File: src/sv/wsht_pkg.sv
// Shared types and constants for the window stack hit test unit.
`timescale 1ns / 1ps
`default_nettype none
package wsht_pkg;

    localparam int MAX_WINDOWS  = 16;
    localparam int COORD_BITS   = 12;
    localparam int CNT_BITS     = $clog2(MAX_WINDOWS + 1);
    localparam int NUM_OUT_BITS = 5;

    localparam logic MODE_LOAD  = 1'b0;
    localparam logic MODE_CLICK = 1'b1;

    typedef logic [COORD_BITS-1:0] t_coord;
    typedef logic [CNT_BITS-1:0]   t_count;

    typedef struct packed {
        t_coord left;
        t_coord bottom;
        t_coord right;
        t_coord top;
        t_count num;
    } t_win;

    typedef struct packed {
        logic cap;
        logic raise;
        logic wr;
        logic is_top;
        logic occ;
    } t_cell_ctl;

    typedef enum logic {
        ST_IDLE,
        ST_RAISE
    } t_state;

endpackage
`default_nettype wire

File: src/sv/window_stack_hit_test_unit.sv
// Window stack hit test unit: z-ordered slot chain with move-to-front on click.
// Load: accepted back to back, no result.
// Click: accepted, tested in every slot at once into the hit registers, then raised
// and reported from the raise step into the output register; no new item is accepted until the raise is done.
// The raise step waits while the output register is still full.
// Synchronous active-low reset empties the stack and clears all handshake state.
`timescale 1ns / 1ps
`default_nettype none
module window_stack_hit_test_unit (
    input  wire logic                   i_clk,
    input  wire logic                   i_rst_n,
    input  wire logic                   i_valid,
    output logic                        o_ready,
    input  wire logic                   i_mode,
    input  wire wsht_pkg::t_coord       i_left_x,
    input  wire wsht_pkg::t_coord       i_bottom_y,
    input  wire wsht_pkg::t_coord       i_right_x,
    input  wire wsht_pkg::t_coord       i_top_y,
    input  wire wsht_pkg::t_coord       i_point_x,
    input  wire wsht_pkg::t_coord       i_point_y,
    output logic                        o_valid,
    input  wire logic                   i_ready,
    output logic                        o_hit,
    output logic [wsht_pkg::NUM_OUT_BITS-1:0] o_window_number
);
    import wsht_pkg::*;

    t_state r_state;
    t_state n_state;
    t_count r_count;
    t_count n_count;
    logic   r_out_valid;
    logic   n_out_valid;
    logic   r_out_hit;
    logic   n_out_hit;
    logic [NUM_OUT_BITS-1:0] r_out_num;
    logic [NUM_OUT_BITS-1:0] n_out_num;

    logic w_cap;
    logic w_wr;
    logic w_finish;
    logic w_raise;
    logic w_any;
    logic [31:0] w_num_ext;
    t_win w_load_win;
    t_win w_held;

    logic [MAX_WINDOWS:0]   w_above;
    logic [MAX_WINDOWS:0]   w_le;
    logic [MAX_WINDOWS-1:0] w_sel;
    t_win                   w_win [MAX_WINDOWS];

    assign o_valid         = r_out_valid;
    assign o_hit           = r_out_hit;
    assign o_window_number = r_out_num;

    assign w_above[MAX_WINDOWS] = 1'b0;
    assign w_le[0]              = 1'b0;
    assign w_any                = w_above[0];
    assign w_raise              = w_finish & w_any;

    assign w_load_win.left   = i_left_x;
    assign w_load_win.bottom = i_bottom_y;
    assign w_load_win.right  = i_right_x;
    assign w_load_win.top    = i_top_y;
    assign w_load_win.num    = r_count + t_count'(1);

    always_comb begin
        w_held = '0;
        for (int k = 0; k < MAX_WINDOWS; k++) begin
            w_held = w_held | (w_win[k] & {$bits(t_win){w_sel[k]}});
        end
    end

    assign w_num_ext = 32'(w_held.num);

    genvar g;
    generate
        for (g = 0; g < MAX_WINDOWS; g++) begin : g_cell
            t_cell_ctl w_ctl;
            t_win      w_up;

            assign w_ctl.cap    = w_cap;
            assign w_ctl.raise  = w_raise;
            assign w_ctl.wr     = w_wr && (r_count == t_count'(g));
            assign w_ctl.is_top = (r_count == t_count'(g + 1));
            assign w_ctl.occ    = (t_count'(g) < r_count);

            if (g == MAX_WINDOWS - 1) begin : g_top
                assign w_up = w_held;
            end else begin : g_mid
                assign w_up = w_win[g + 1];
            end

            wsht_cell u_cell (
                .i_clk      (i_clk),
                .i_rst_n    (i_rst_n),
                .i_ctl      (w_ctl),
                .i_point_x  (i_point_x),
                .i_point_y  (i_point_y),
                .i_load_win (w_load_win),
                .i_up_win   (w_up),
                .i_held_win (w_held),
                .i_above    (w_above[g + 1]),
                .i_le       (w_le[g]),
                .o_above    (w_above[g]),
                .o_le       (w_le[g + 1]),
                .o_sel      (w_sel[g]),
                .o_win      (w_win[g])
            );
        end
    endgenerate

    always_comb begin
        n_state     = r_state;
        n_count     = r_count;
        n_out_valid = r_out_valid;
        n_out_hit   = r_out_hit;
        n_out_num   = r_out_num;
        o_ready     = 1'b0;
        w_cap       = 1'b0;
        w_wr        = 1'b0;
        w_finish    = 1'b0;
        if (r_out_valid && i_ready) begin
            n_out_valid = 1'b0;
        end
        unique case (r_state)
            ST_IDLE: begin
                o_ready = 1'b1;
                if (i_valid && (i_mode == MODE_CLICK)) begin
                    w_cap   = 1'b1;
                    n_state = ST_RAISE;
                end else if (i_valid && (r_count < t_count'(MAX_WINDOWS))) begin
                    w_wr    = 1'b1;
                    n_count = r_count + t_count'(1);
                end
            end
            ST_RAISE: begin
                if (!r_out_valid || i_ready) begin
                    w_finish    = 1'b1;
                    n_out_valid = 1'b1;
                    n_out_hit   = w_any;
                    n_out_num   = w_any ? w_num_ext[NUM_OUT_BITS-1:0] : '0;
                    n_state     = ST_IDLE;
                end
            end
            default: n_state = ST_IDLE;
        endcase
    end

    always_ff @(posedge i_clk) begin
        if (!i_rst_n) begin
            r_state     <= ST_IDLE;
            r_count     <= '0;
            r_out_valid <= 1'b0;
        end else begin
            r_state     <= n_state;
            r_count     <= n_count;
            r_out_valid <= n_out_valid;
        end
    end

    always_ff @(posedge i_clk) begin
        r_out_hit <= n_out_hit;
        r_out_num <= n_out_num;
    end

    a_count_max: assert property (@(posedge i_clk) disable iff (!i_rst_n)
        r_count <= t_count'(MAX_WINDOWS))
        else $error("window count beyond capacity");

    a_sel_onehot: assert property (@(posedge i_clk) disable iff (!i_rst_n)
        $onehot0(w_sel))
        else $error("more than one slot selected");

    a_result_src: assert property (@(posedge i_clk) disable iff (!i_rst_n)
        $rose(r_out_valid) |-> $past(r_state == ST_RAISE))
        else $error("result raised outside the raise step");

    a_miss_zero: assert property (@(posedge i_clk) disable iff (!i_rst_n)
        (r_out_valid && !r_out_hit) |-> (r_out_num == '0))
        else $error("ignored click carries a window number");

endmodule
`default_nettype wire

File: src/sv/wsht_cell.sv
// One stack slot: holds a window, tests the click and shifts on a raise.
`timescale 1ns / 1ps
`default_nettype none
module wsht_cell (
    input  wire logic              i_clk,
    input  wire logic              i_rst_n,
    input  wire wsht_pkg::t_cell_ctl i_ctl,
    input  wire wsht_pkg::t_coord  i_point_x,
    input  wire wsht_pkg::t_coord  i_point_y,
    input  wire wsht_pkg::t_win    i_load_win,
    input  wire wsht_pkg::t_win    i_up_win,
    input  wire wsht_pkg::t_win    i_held_win,
    input  wire logic              i_above,
    input  wire logic              i_le,
    output logic                   o_above,
    output logic                   o_le,
    output logic                   o_sel,
    output wsht_pkg::t_win         o_win
);
    import wsht_pkg::*;

    t_win r_win;
    t_win n_win;
    logic r_hit;
    logic n_hit;
    logic w_inside;

    assign w_inside = (i_point_x >= r_win.left) && (i_point_x <= r_win.right) &&
                      (i_point_y >= r_win.bottom) && (i_point_y <= r_win.top);

    assign o_sel   = r_hit & ~i_above;
    assign o_above = i_above | r_hit;
    assign o_le    = i_le | o_sel;
    assign o_win   = r_win;

    always_comb begin
        n_hit = i_ctl.cap ? (i_ctl.occ & w_inside) : r_hit;
        priority if (i_ctl.wr) begin
            n_win = i_load_win;
        end else if (i_ctl.raise && i_ctl.is_top) begin
            n_win = i_held_win;
        end else if (i_ctl.raise && o_le && i_ctl.occ) begin
            n_win = i_up_win;
        end else begin
            n_win = r_win;
        end
    end

    always_ff @(posedge i_clk) begin
        r_win <= n_win;
    end

    always_ff @(posedge i_clk) begin
        if (!i_rst_n) begin
            r_hit <= 1'b0;
        end else begin
            r_hit <= n_hit;
        end
    end

endmodule
`default_nettype wire

File: config.mk
export PLATFORM = sky130hd
export DESIGN_NAME = window_stack_hit_test_unit
export DESIGN_NICKNAME = d
export VERILOG_FILES = /design/src/sv/wsht_pkg.sv /design/src/sv/window_stack_hit_test_unit.sv /design/src/sv/wsht_cell.sv
export SDC_FILE = /design/constraint.sdc
export NUM_CORES = 2
export LEC_CHECK = 0
export BUFFER_PORTS_ARGS = -buffer_cell sky130_fd_sc_hd__buf_2
export CORE_UTILIZATION = 30
export CTS_CLUSTER_DIAMETER = 30
export DETAILED_ROUTE_END_ITERATION = 8
export GPL_TIMING_DRIVEN = 0
export PLACE_DENSITY = 0.52
export SLEW_MARGIN = 40
export SYNTH_ARGS = -nofsm -noshare
export SYNTH_HDL_FRONTEND = slang
export SYNTH_SLANG_ARGS = --single-unit
File: constraint.sdc
create_clock -name i_clk -period 9.94 [get_ports i_clk]
set_clock_uncertainty 0.2 [all_clocks]
set_input_delay 0.994 -clock i_clk [delete_from_list [all_inputs] [get_ports i_clk]]
set_output_delay 0.994 -clock i_clk [all_outputs]
set_load 0.02 [all_outputs]
==> summary.md <==
| Metric | Value |
|---|---|
| Worst-path fanout max | `10` |
| Gpl congestion | `1.01` |
| First-pass GRT wire length | `474,000 microns` |
| 1st-iter DRT viols | `9,407` |
| Port bufs | `36` |
| Worst setup path start | `r_count[1]` |
| Hold slack | `0.312 ns` |
| Critical Path End | `g_cell[9].u_cell.o_win[28]` |
| Dpl ws | `4.19 ns` |
| Vias | `63,200` |
| Reg clk slew, reported paths | `0.04 ns` |
| Depth of the most critical reg-to-reg path | `18` |
| Seq/Total Area, Yosys | `40.5%` |
| Die area | `217,000 sq um` |
| Gr ovfl total | `0` |
| Post-CTS Setup Bufs | `0` |
| Clock sink total | `877` |
| Fill count | `21,300` |
| Worst slew pin tran | `1.01 ns` |
| Cell variety after synth | `81` |
| Mean Syn Cell Area | `9.72 sq um` |
| # Max-Cap Violations | `0` |
| Main synth FF type | `edfxtp_1` |
| R2R setup slack | `4.14 ns` |
| Mapped Cells | `6,635` |
| Worst hold path type | `in -> reg` |
| Min Tclk post-route | `5.80 ns` |
| Antenna Nets Post-Route | `0` |
| Yosys top cell by area | `edfxtp_1` |
| Pin count of the biggest net entering global routing | `33` |
| CTS Root Cell | `clkbuf_16` |
| Die Ht | `466 microns` |
| Syn Nets | `7,483` |
| Setup slack after layout | `4.14 ns` |
| Nets | `7,912` |
| Fraction of registers with async set/reset | `0%` |
| Global-route usage over all layers | `31.1%` |
| I/O pin cnt | `85` |
| Clock Latency Late Sink | `0.93 ns` |
| Synth warn | `0` |
| Hold-fix buffers, CTS | `0` |
| CORE AREA | `213,000 sq um` |
| Hold Crit Start | `i_valid` |
| Antenna violations before repair | `61` |
| Worst setup EP type | `flip-flop` |
| Final HPWL DP | `268,000 microns` |
| Residual DRC | `0` |
| Reg2reg start | `r_count[1]` |
| Status | `finished, final reports clean` |
| Fin. Hold Viols | `0` |
| Core Util, Final | `37.1%` |
| Num CTS Buffers | `274` |
| RSZ-0062 raised after global routing | `false` |
| Arrival time of the worst setup path | `6.17 ns` |
| Vias in the first global route | `59,900` |
| Wirelength, routed | `349,000 microns` |
| Cell Rows | `169` |
| First-pass DRT Iterations | `7` |
| Die Width | `466 microns` |
| # setup viols final | `0` |
| Area contributors post-synth | `edfxtp_1 (40%), ha_1 (15%), a22oi_1 (11%)` |
| Starting Density | `30.3%` |
| Synth-to-Final Area Change | `22.5%` |
| CTS tree | `done` |
| Final Cycle Share | `58.4%` |
| Max-slew headroom | `32.7%` |
| Pleak | `33.1 nW` |
| Startpoint types | `flip-flop` |
| Vias per inst | `6.25` |
| Post-Syn Area | `64,500 sq um` |
| Share of Yosys cell area claimed by the top area cell type | `39.8%` |
| Share of layout cells above drive strength 1 | `13.9%` |
| WS Path Type | `reg -> reg` |
| CTS H-tree depth | `5` |
| Worst VDD drop | `138 uV` |
| Reg2Reg Capture Point | `g_cell[9].u_cell.o_win[28]` |
| Largest buffer count on any clock path | `4` |
| Cells resized by post-CTS repair | `0` |
| Highest clock rate | `172 MHz` |
| Synth Register Bits | `877` |
| Pwr Density | `169 nW/um^2` |
| WL/cell | `34.5 microns` |
| Post-synth EDFFs | `854` |
| Final Max Tran Viols | `0` |
| WP data required | `10.31 ns` |
## cell type report
class / count / area [sq um] / share of cell area [%]
well taps: 2821 / 3530 / 4.47
diodes: 46 / 115 / 0.146
flip-flops and latches: 877 / 26100 / 33.1
clock inverters: 142 / 1550 / 1.96
clock buffers: 327 / 7250 / 9.18
plain buffers: 553 / 2670 / 3.38
inverters: 742 / 2790 / 3.53
multi-input cells: 4463 / 33400 / 42.3
repair buffers: 153 / 1570 / 1.99
## Yosys cell counts (11+ instances only)
master     number
a2111oi_0      46
a211oi_1       39
a21o_1         84
a21oi_1       352
a221oi_1       58
a22o_1        103
a22oi_1       961
a31oi_1        23
and2_1         14
and3_1         21
buf_1          19
buf_2         195
buf_4          33
buf_6          22
clkbuf_1      280
dfxtp_1        23
edfxtp_1      854
ha_1          771
inv_1         742
nand2_1       139
nand2b_1       34
nand3_1        56
nand4_1        93
nor2_1        183
nor2b_1        45
nor3_1         44
nor3_2         49
nor4_1         11
o2111ai_1      43
o211ai_1       36
o21a_1         37
o21ai_0       811
o21ai_1       128
o221ai_1       31
o22ai_1        57
o31ai_1        12
or3_1          62
## logic make-up (layout without fill, tap and decap cells)
group / Yosys count / after routing / share of synthesized area (%)
AOI/OAI and AO/OA: 2873 / 2873 / 29.0
xor gates and xnor gates: 5 / 5 / 0.0679
adders and majority gates: 771 / 771 / 15.0
buffers and inverters: 1295 / 1917 / 8.37
DFF: 877 / 877 / 40.5
muxes: 3 / 3 / 0.0466
other: 0 / 46 / 0
and+or+nand+nor: 811 / 811 / 7.06
## report_power, final
| part | internal, mW | switching [mW] | total, mW | leakage [nW] |
|---|---|---|---|---|
| Sequential | 4.04 | 0.0160 | 4.06 | 7.87 |
| Combinational | 0.215 | 0.507 | 0.722 | 21.0 |
| Clock | 5.90 | 2.65 | 8.55 | 4.29 |
## worst min path at each step
stage | endpoint | slack, ns | cells after the start
after floorplan | g_cell[11].u_cell.r_hit | 0.27 | 2
after global placement | g_cell[11].u_cell.r_hit | 0.31 | 2
after detailed placement | g_cell[11].u_cell.r_hit | 0.32 | 2
after CTS | r_state | 0.27 | 3
after global routing | r_state | 0.30 | 3
final | r_state | 0.31 | 3
## layer usage
| metal | global-route usage (%) | vias up | part of all wire (%) |
|---|---|---|---|
| met3 | 10.2 | 835 | 12 |
| li1 | - | 26500 | - |
| met1 | 38.8 | 31300 | 38 |
| met2 | 45.7 | 4483 | 42 |
| met4 | 20.3 | 31 | 7.2 |
| met5 | 0 | - | 0.066 |
## worst max-delay path: stages, from the launching register on
cell and delay (ns):
dfxtp_1 0.32, buf_2 0.26, nand2b_1 0.27, or2_2 0.29, clkbuf_1 0.24, nor3b_1 0.60
and2_1 0.20, buf_2 0.51, nor2_4 0.32, buf_4 0.32, o41ai_2 0.11, buf_2 0.29
buf_2 0.21, buf_2 0.18, buf_2 0.20, buf_2 0.21, buf_2 0.21, buf_2 0.23
buf_2 0.22
## per-stage QoR
step	TNS, ns	total power [mW]	area, sq um	std cells
floorplan	0	4.47	64500	6635
global placement	-1769.91	4.78	68200	9492
detailed placement	0	4.81	70000	9606
CTS	0	13.3	78800	10100
global route	0	13.6	78900	10100
finish	0	13.3	79000	10100
## state kept, by name, indices dropped and copies added, names as in the netlist
register and count:
r_state 1, o_hit 1, g_cell.u_cell.o_win 848, o_window_number 5
o_valid 1, g_cell.u_cell.r_hit 16, r_count 5
## placed cells by master, fill, tap and decap left out, types with 36 or more instances in the layout
cell       netlist  layout
clkinv_2         0      49
a2111oi_0       46      36
clkbuf_16        0     280
edfxtp_1       854     854
nand2_1        139     125
buf_4           33      81
clkbuf_1       280     280
nor2b_1         45      45
ha_1           771     771
clkbuf_2         4      44
nor3_1          44      40
a211oi_1        39      39
nand4_1         93      93
o21ai_1        128     132
a22oi_1        961     961
or3_1           62      62
inv_1          742     740
buf_2          195     251
a21o_1          84      84
nor3_2          49      52
nor2_1         183     179
o211ai_1        36      36
diode_2          0      46
o21a_1          37      37
a22o_1         103     103
a21oi_1        352     351
a221oi_1        58      58
o2111ai_1       43      42
o22ai_1         57      56
nand3_1         56      49
o21ai_0        811     802
Note: power is estimated with default switching activity, not from simulation.
